## src/rpy_pose_to_rotation_matrix_macros.svh

```systemverilog
// assertion macros for the rpy pose to rotation matrix block
// used by files that carry concurrent checks
`ifndef RPY_POSE_TO_ROTATION_MATRIX_MACROS_SVH
`define RPY_POSE_TO_ROTATION_MATRIX_MACROS_SVH
`ifndef ASSERT_OFF
`define RPY_ASSERT(lbl, clk, rst_n, prop, msg) \
	lbl: assert property (@(posedge clk) disable iff (!rst_n) (prop)) else $error(msg);
`define RPY_ASSERT_ALWAYS(lbl, clk, prop, msg) \
	lbl: assert property (@(posedge clk) (prop)) else $error(msg);
`else
`define RPY_ASSERT(lbl, clk, rst_n, prop, msg)
`define RPY_ASSERT_ALWAYS(lbl, clk, prop, msg)
`endif
`endif

```

## src/rpy_pkg.sv

```systemverilog
// package for the rpy pose to rotation matrix block
// payload types, cordic constants and arctangent table; no dependencies
`timescale 1ns / 1ps
package rpy_pkg;
	localparam int CORDIC_STEPS_DEF    = 16;
	localparam int ANGLE_FRAC_BITS_DEF = 13;
	localparam int TABLE_LEN           = 24;
	localparam logic signed [31:0] TURN_PER_RAD = 32'sd683565276;
	localparam logic signed [33:0] CORDIC_GAIN  = 34'sd652032874;
	localparam logic signed [33:0] ONE_Q30      = 34'sd1073741824;

	typedef struct packed {
		logic signed [31:0] pos_x;
		logic signed [31:0] pos_y;
		logic signed [31:0] pos_z;
		logic signed [15:0] rot_z_angle;
		logic signed [15:0] rot_y_angle;
		logic signed [15:0] rot_x_angle;
	} pose_t;

	typedef struct packed {
		logic signed [15:0] n_x;
		logic signed [15:0] n_y;
		logic signed [15:0] n_z;
		logic signed [15:0] o_x;
		logic signed [15:0] o_y;
		logic signed [15:0] o_z;
		logic signed [15:0] a_x;
		logic signed [15:0] a_y;
		logic signed [15:0] a_z;
		logic signed [31:0] p_x;
		logic signed [31:0] p_y;
		logic signed [31:0] p_z;
	} matrix_t;

	// one cordic lane: x, y in q30, z in 2^-32 turn
	typedef struct packed {
		logic signed [33:0] x;
		logic signed [33:0] y;
		logic signed [33:0] z;
		logic               flip;
	} lane_t;

	typedef lane_t [2:0] lanes_t;

	function automatic logic signed [33:0] atan_turn(input int i);
		logic signed [33:0] r;
		case (i)
			0: r = 34'sd536870912;  1: r = 34'sd316933406;
			2: r = 34'sd167458907;  3: r = 34'sd85004756;
			4: r = 34'sd42667331;   5: r = 34'sd21354465;
			6: r = 34'sd10679838;   7: r = 34'sd5340245;
			8: r = 34'sd2670163;    9: r = 34'sd1335087;
			10: r = 34'sd667544;    11: r = 34'sd333772;
			12: r = 34'sd166886;    13: r = 34'sd83443;
			14: r = 34'sd41722;     15: r = 34'sd20861;
			16: r = 34'sd10430;     17: r = 34'sd5215;
			18: r = 34'sd2608;      19: r = 34'sd1304;
			20: r = 34'sd652;       21: r = 34'sd326;
			22: r = 34'sd163;       23: r = 34'sd81;
			default: r = '0;
		endcase
		return r;
	endfunction
endpackage

```

## src/rpy_cordic_cell.sv

```systemverilog
// one cordic micro-rotation cell for three angle lanes with a pose carry
// depends on rpy_pkg
`timescale 1ns / 1ps
module rpy_cordic_cell import rpy_pkg::*; #(
	parameter int STAGE = 0
) (
	input  logic   clk,
	input  logic   arst_n,
	input  logic   en,
	input  logic   vld_in,
	input  lanes_t lanes_in,
	input  pose_t  pose_in,
	output logic   vld_out,
	output lanes_t lanes_out,
	output pose_t  pose_out
);
	lanes_t nxt;

	always_comb begin
		for (int k = 0; k < 3; k++) begin
			nxt[k].flip = lanes_in[k].flip;
			if (!lanes_in[k].z[33]) begin
				nxt[k].x = lanes_in[k].x - (lanes_in[k].y >>> STAGE);
				nxt[k].y = lanes_in[k].y + (lanes_in[k].x >>> STAGE);
				nxt[k].z = lanes_in[k].z - atan_turn(STAGE);
			end else begin
				nxt[k].x = lanes_in[k].x + (lanes_in[k].y >>> STAGE);
				nxt[k].y = lanes_in[k].y - (lanes_in[k].x >>> STAGE);
				nxt[k].z = lanes_in[k].z + atan_turn(STAGE);
			end
		end
	end

	always_ff @(posedge clk or negedge arst_n) begin
		if (!arst_n) begin
			vld_out <= 1'b0;
		end else if (en) begin
			vld_out <= vld_in;
		end
	end

	always_ff @(posedge clk) begin
		if (en) begin
			lanes_out <= nxt;
			pose_out  <= pose_in;
		end
	end
endmodule

```

## config.mk

```make
export PLATFORM = sky130hd
export DESIGN_NAME = rpy_cordic_cell
export DESIGN_NICKNAME = d
export VERILOG_FILES = /design/src/rpy_pose_to_rotation_matrix_macros.svh /design/src/rpy_pkg.sv /design/src/rpy_cordic_cell.sv
export SDC_FILE = /design/constraint.sdc
export NUM_CORES = 1
export LEC_CHECK = 0
export ABC_AREA = 1
export BUFFER_PORTS_ARGS = -buffer_cell sky130_fd_sc_hd__clkbuf_2
export CAP_MARGIN = 10
export CORE_AREA = 2 2 351 353
export CTS_CLUSTER_SIZE = 10
export DETAILED_ROUTE_END_ITERATION = 16
export DIE_AREA = 0 0 353 355
export PLACE_DENSITY = 0.52
export SKIP_CTS_REPAIR_TIMING = 1
export SYNTH_ARGS = -nofsm -noshare
export SYNTH_HDL_FRONTEND = slang
export SYNTH_SLANG_ARGS = --single-unit
export TNS_END_PERCENT = 1
```

## constraint.sdc

```tcl
create_clock -name clk -period 1 [get_ports clk]
set_input_delay 0.05 -clock clk [delete_from_list [all_inputs] [get_ports clk]]
set_output_delay 0.05 -clock clk [all_outputs]
set_load 0.1 [all_outputs]
```

==> run summary, run 1 <==
nets -> 7680
Pleak -> 0.03046 uW
DRC violations left -> 0
sequential area share after synthesis -> 0.3827
Rel. slew slack -> 0.6241
area of the multi-input gates -> 0.02181 sq mm
startpoint types -> register
Sequential Area -> 0.01354 sq mm
RD Place Congestion -> 0.9875
fmax -> 636.5 MHz
fin crit share -> 1.571
DIE WIDTH -> 353 um
clk buf depth -> 3
Max Cap Viol -> 0
post-DR wirelength/cell -> 21.87 um
critical path's slowest cell -> edfxtp_1
DR vias -> 41140
post-detailed-route count of antenna-violating nets -> 0
Comb power frac -> 0.516
Async S/R FF share, synth -> 0.002217
FF+latch count, synth -> 451
Worst Path Arrival -> 1520 ps
Final Hold Fails -> 4
pin count of the biggest net entering global routing -> 36
post-DP HPWL -> 159000 um
sequential power share -> 0.264
TritonCTS clock tree -> done
clk_lat worst skew -> 660 ps
crit end category -> output port
post-route setup slack -> -571.2 ps
placed cells -> 8183
Yosys Warn Count -> 0
outcome -> finished with violations
Synth Flop Type -> edfxtp_1
RSZ-0062 raised after global routing -> yes
clock share of power -> 0.220
min cycle time layout -> 1571 ps
first-iteration detailed-routing DRC count -> 3339
Req. time, crit path -> 950 ps
critical-path cell list -> buf_12
mapped cell area -> 0.03537 sq mm
DRT Pass-1 Iters -> 6
gr ovfl total -> 0
CTS buffer count -> 59
Setup Skew -> 0 ps
initial antenna violation count -> 29
crit path max fanout -> 1
Critical Setup Path Class -> register to output port
clk slew on worst S/H paths -> 50 ps
die area -> 0.1253 sq mm
P&R area growth vs syn -> 83.53%
NetSw -> 41880 uW
Die Y -> 355 um
syn nets -> 5423
Post-Synthesis Cells -> 4648
first-pass GRT wire length -> 259100 um
I/O pin cnt -> 911
final setup vio count -> 635
worst reg2reg startpoint -> vld_out$_DFFE_PN0P_
power per cell area -> 1486 mW/mm^2
core area -> 0.1214 sq mm
hold endpoint -> lanes_out[36]$_DFFE_PP_
final hold slack -> -33.46 ps
buffers and inverters on the worst path -> 1
reg2reg end -> vld_out$_DFFE_PN0P_
hold crit path type -> input port to register
reg2reg setup slack -> 210 ps
Final Max Slew Viols -> 0
Pint -> 54630 uW
VDD IR-drop max -> 1.606 mV
Hold Path Stages -> 4
fill cell count -> 11260
Worst Min Path Start -> lanes_in[36]
Reg2Reg Depth -> 1
FP Rows -> 128
clock sinks -> 451
Synth Area per Inst -> 7.611 sq um
crit path from -> pose_out[79]$_DFFE_PP_
vias per inst -> 4.793
Sw Share -> 0.4339
cell family with most CP delay -> flip-flops
layout cell share with drive strength beyond 1 -> 0.4209
Unique masters post-synth -> 51
initial core utilization -> 0.2914
Post-synth EDFFs -> 450
vias in the first global route -> 39350
I/O Buffers -> 910
clock root buffer -> clkbuf_16
Finished Layout Cells -> 8584
GRT Overall Usage -> 0.2808
H-tree Lvls -> 2
max incr delay on CP -> 580 ps
failing checks -> negative hold slack, negative setup slack
Routed WL -> 187700 um
Least-Margin Pin Slew -> 557.9 ps
power groups by stage:
stage | combinational, uW | clock (uW) | sequential, uW
6_report | 49800 | 21200 | 25500
5_1_grt | 52100 | 22300 | 25700
4_1_cts | 46800 | 21800 | 25500
3_5_place_dp | 46600 | 0 | 25900
3_3_place_gp | 46500 | 0 | 25800
2_1_floorplan | 11200 | 0 | 39200
routing by layer:
| layer | GRT usage | vias to the layer above | wire length, um |
|---|---|---|---|
| li1 | - | 19990 | - |
| met1 | 0.3644 | 19420 | 79500 |
| met2 | 0.4646 | 1448 | 87340 |
| met3 | 0.06795 | 265 | 14950 |
| met4 | 0.07821 | 20 | 5799 |
| met5 | 0 | - | 126 |
flip-flops by register name, summed over array words and instances, names as in the netlist:
name,flops
lanes_out,306
pose_out,144
vld_out,1
cell families after synthesis:
| logic type | share of synthesized area |
|---|---|
| muxes | 0.001167 |
| adders and majority gates | 0.1150 |
| buffers and inverters | 0.08846 |
| and+or+nand+nor | 0.2628 |
| AOI/OAI and AO/OA | 0.1287 |
| xor gates and xnor gates | 0.02105 |
| DFF | 0.3827 |
synthesized netlist by cell type (5+ instances only):
| library cell | n | area (sq um) |
|---|---|---|
| a21o_1 | 36 | 270.3 |
| a21oi_1 | 393 | 1967 |
| a21oi_2 | 10 | 87.58 |
| a31oi_1 | 8 | 50.05 |
| and2_1 | 8 | 50.05 |
| buf_2 | 35 | 175.2 |
| buf_4 | 56 | 420.4 |
| buf_6 | 7 | 78.83 |
| clkbuf_1 | 27 | 101.4 |
| edfxtp_1 | 450 | 13510 |
| fa_1 | 12 | 240.2 |
| ha_1 | 306 | 3829 |
| inv_1 | 604 | 2267 |
| inv_2 | 18 | 67.56 |
| nand2_1 | 1181 | 4433 |
| nand2_2 | 15 | 93.84 |
| nand3_1 | 448 | 2242 |
| nand4_1 | 32 | 200.2 |
| nor2_1 | 411 | 1543 |
| nor2_2 | 27 | 168.9 |
| nor3_1 | 37 | 185.2 |
| nor3_2 | 10 | 100.1 |
| nor4_1 | 5 | 31.28 |
| nor4_2 | 5 | 62.56 |
| o211ai_1 | 18 | 135.1 |
| o21a_1 | 8 | 60.06 |
| o21ai_0 | 261 | 1306 |
| o21ai_1 | 31 | 155.2 |
| o21ai_2 | 5 | 43.79 |
| o21bai_1 | 27 | 202.7 |
| o22ai_1 | 14 | 87.58 |
| o31ai_1 | 13 | 97.59 |
| or2_1 | 7 | 43.79 |
| or2_2 | 9 | 56.30 |
| xor2_1 | 82 | 718.2 |
metrics by stage:
| step | total power [uW] | setup WS [ps] | TNS, ps | utilization | cell area [sq um] |
|---|---|---|---|---|---|
| 3_3_place_gp | 72370 | -1407 | -222160 | 0.4783 | 58060 |
| 3_5_place_dp | 72510 | -1384 | -222950 | 0.4783 | 58060 |
| 4_1_cts | 94090 | -679.2 | -259700 | 0.4937 | 59940 |
| 2_1_floorplan | 50360 | -603.4 | -106670 | - | 36700 |
| 6_report | 96510 | -571.2 | -216530 | 0.5348 | 64920 |
| 5_1_grt | 100100 | -625.7 | -252350 | 0.5346 | 64900 |
cell usage in the layout (no fill, tap or decap), types with 9 or more instances in the layout:
master and instances:
a21o_1 36, a21oi_1 273, a21oi_2 117, a21oi_4 14, buf_12 493, buf_4 1119
buf_6 15, clkbuf_1 14, clkbuf_16 59, clkbuf_2 433, clkinv_2 10, diode_2 14
dlygate4sd3_1 253, edfxtp_1 450, fa_2 9, ha_1 219, ha_2 14, ha_4 73
inv_1 525, inv_2 84, inv_4 12, nand2_1 1030, nand2_2 139, nand2_4 27
nand3_1 433, nand3_2 15, nand4_1 32, nor2_1 280, nor2_2 108, nor2_4 51
nor3_1 21, nor3_2 25, o211ai_1 18, o21ai_0 189, o21ai_1 73, o21ai_2 31
o21bai_1 25, o22ai_1 14, or2_2 9, xor2_1 78
how the worst max path moves through the flow:
| stage | cells past startpoint | endpoint |
|---|---|---|
| CTS | 1 | pose_out[79] |
| finish | 1 | pose_out[79] |
| floorplan | 12 | lanes_out[62]$_DFFE_PP_ |
| detailed placement | 11 | lanes_out[181]$_DFFE_PP_ |
| global placement | 11 | lanes_out[181]$_DFFE_PP_ |
| global route | 1 | pose_out[79] |
layout make-up:
type | instances | area share
Clock inverter | 27 | 0.005165
Timing Repair Buffer | 2324 | 0.3579
Antenna cell | 14 | 0.0005396
Clock buffer | 74 | 0.02376
Tap cell | 1625 | 0.03132
Sequential cell | 451 | 0.2085
Inverter | 624 | 0.03677
Multi-Input combinational cell | 3445 | 0.3360
Note: power is estimated with default switching activity, not from simulation.
==> inputs of run 2 (changes only) <==
--- a/config.mk
+++ b/config.mk
@@ -12,6 +12,7 @@
 export CTS_CLUSTER_SIZE = 10
 export DETAILED_ROUTE_END_ITERATION = 16
 export DIE_AREA = 0 0 353 355
+export HOLD_SLACK_MARGIN = 0.08
 export PLACE_DENSITY = 0.52
 export SKIP_CTS_REPAIR_TIMING = 1
 export SYNTH_ARGS = -nofsm -noshare
==> run 2 against run 1 <==
Compared with the run above: flip-flop and latch count did not move; largest power group unchanged; hold slack barely moved; clock-buffer cell count did not move; design area rose by 1.3%; core utilization rose by 0.71 points; largest cell class unchanged; non-clock buffer count rose by 86; clock power barely moved; power rose by 0.37%; via count rose by 0.95%; the flow still finishes with violations (negative hold slack, negative setup slack).
==> run summary, run 2 (synthesis gave the netlist of run 1 again) <==
critical-path cell list -> buf_12
post-DR wirelength/cell -> 21.86 um (about the same)
final hold slack -> -33.10 ps (+0.3675 ps)
min cycle time layout -> 1584 ps (+12.65 ps)
Pleak -> 0.03082 uW (+1.2%)
crit path max fanout -> 1 (unchanged)
initial core utilization -> 0.2914 (unchanged)
first-pass GRT wire length -> 259100 um (unchanged)
clk slew on worst S/H paths -> 50 ps (about the same)
grt peak-use layer -> met2
clk_lat worst skew -> 660 ps (about the same)
GRT Overall Usage -> 0.2808 (unchanged)
cell family with most CP delay -> flip-flops
largest reg by FF count -> lanes_out
clk buf depth -> 3 (unchanged)
core area -> 0.1214 sq mm (unchanged)
Critical Setup Path Class -> register to output port
most frequent cells in the layout -> 1119 x buf_4, 1030 x nand2_1, 525 x inv_1, 493 x buf_12, 450 x edfxtp_1
NetSw -> 42010 uW (+0.32%)
gr ovfl total -> 0 (unchanged)
Die Y -> 355 um (unchanged)
clock share of power -> 0.219 (about the same)
Sw Share -> 0.4337 (about the same)
sequential power share -> 0.263 (about the same)
DRC violations left -> 0 (unchanged)
Req. time, crit path -> 950 ps (about the same)
initial antenna violation count -> 29 (unchanged)
Pwr Total -> 96860 uW (+0.37%)
nets -> 7766 (+1.1%)
max incr delay on CP -> 590 ps (about the same)
outcome -> finished with violations
RSZ-0062 raised after global routing -> yes
post-route setup slack -> -583.8 ps (-12.65 ps)
Routed WL -> 189500 um (+0.95%)
hold crit path type -> input port to register
FP Rows -> 128 (unchanged)
Pint -> 54850 uW (+0.41%)
critical path's slowest cell -> edfxtp_1
first-iteration detailed-routing DRC count -> 3345 (+0.18%)
VDD IR-drop max -> 1.607 mV (about the same)
largest registers -> lanes_out (306), pose_out (144), vld_out (1)
power per cell area -> 1472 mW/mm^2 (-0.94%)
layout cell share with drive strength beyond 1 -> 0.4157 (-0.005148)
vias in the first global route -> 39350 (unchanged)
Max Cap Viol -> 0 (unchanged)
CTS buffer count -> 59 (unchanged)
startpoint types -> register
fin crit share -> 1.584 (+0.01265)
grt met1 use -> 0.3644 (unchanged)
clock sinks -> 451 (unchanged)
fmax -> 631.4 MHz (-0.80%)
buffers and inverters on the worst path -> 1 (unchanged)
Least-Margin Pin Slew -> 547.3 ps (-10.65 ps)
final setup vio count -> 639 (+0.63%)
max reg flops -> 306 (unchanged)
pin count of the biggest net entering global routing -> 36 (unchanged)
met3 Track Usage GR -> 0.06795 (unchanged)
clock root buffer -> clkbuf_16
most common cell after layout, fill and taps aside -> buf_4
DRT Pass-1 Iters -> 8 (+2)
I/O Buffers -> 910 (unchanged)
post-detailed-route count of antenna-violating nets -> 0 (unchanged)
crit end category -> output port
RD Place Congestion -> 0.9875 (unchanged)
Final Hold Fails -> 4 (unchanged)
DR vias -> 41530 (+0.95%)
P&R area growth vs syn -> 85.95%
failing checks -> negative hold slack, negative setup slack
Rel. slew slack -> 0.6313 (+0.007173)
Setup Skew -> 0 ps (unchanged)
die area -> 0.1253 sq mm (unchanged)
post-DP HPWL -> 159000 um (unchanged)
Worst Path Arrival -> 1530 ps (about the same)
M2 GR Usage -> 0.4646 (unchanged)
H-tree Lvls -> 2 (unchanged)
TritonCTS clock tree -> done
vias per inst -> 4.792 (about the same)
DIE WIDTH -> 353 um (unchanged)
I/O pin cnt -> 911 (unchanged)
Final Max Slew Viols -> 0 (unchanged)
Comb power frac -> 0.517 (about the same)
run 2: routing by layer:
metal  routed length (um)  vias up
li1                     -    20150
met1                79820    19630
met2                88640     1473
met3                15210      248
met4                 5681       24
met5                  159        -
run 2: layout make-up:
cell class,instances,area [sq um]
Fill cell,11160,55620
Timing Repair Buffer,2410,24100
Multi-Input combinational cell,3445,21810
Sequential cell,451,13540
Inverter,624,2387
Tap cell,1625,2033
Clock buffer,74,1543
Clock inverter,27,335.3
Antenna cell,12,30.03
run 2: per-stage QoR:
step / instances / utilization / area (sq um) / setup slack, ps / setup TNS, ps
final: 8668 / 0.5419 / 65780 / -583.8 / -216520
after global routing: 8659 / 0.5417 / 65760 / -617.4 / -251560
after CTS: 8284 / 0.4937 / 59940 / -679.2 / -259700
after detailed placement: 8183 / 0.4783 / 58060 / -1384 / -222950
after global placement: 8183 / 0.4783 / 58060 / -1407 / -222160
after floorplan: 4648 / - / 36700 / -603.4 / -106670
run 2: worst paths after layout:
| check | start | to | slack [ps] | cells after the start |
|---|---|---|---|---|
| min in group asynchronous | arst_n | vld_out$_DFFE_PN0P_ | 280 | 3 |
| min | lanes_in[36] | lanes_out[36]$_DFFE_PP_ | -30 | 4 |
| min reg2reg | vld_out$_DFFE_PN0P_ | vld_out$_DFFE_PN0P_ | 590 | 1 |
| max | pose_out[79]$_DFFE_PP_ | pose_out[79] | -580 | 1 |
| max in group asynchronous | arst_n | vld_out$_DFFE_PN0P_ | 590 | 3 |
| max reg2reg | vld_out$_DFFE_PN0P_ | vld_out$_DFFE_PN0P_ | 210 | 1 |
run 2: power by group through the flow:
stage | Clock, uW | Sequential (uW) | Combinational [uW]
after floorplan | 0 | 39200 | 11200
after global placement | 0 | 25800 | 46500
after detailed placement | 0 | 25900 | 46600
after CTS | 21800 | 25500 | 46800
after global routing | 22300 | 25700 | 52400
final | 21200 | 25500 | 50100
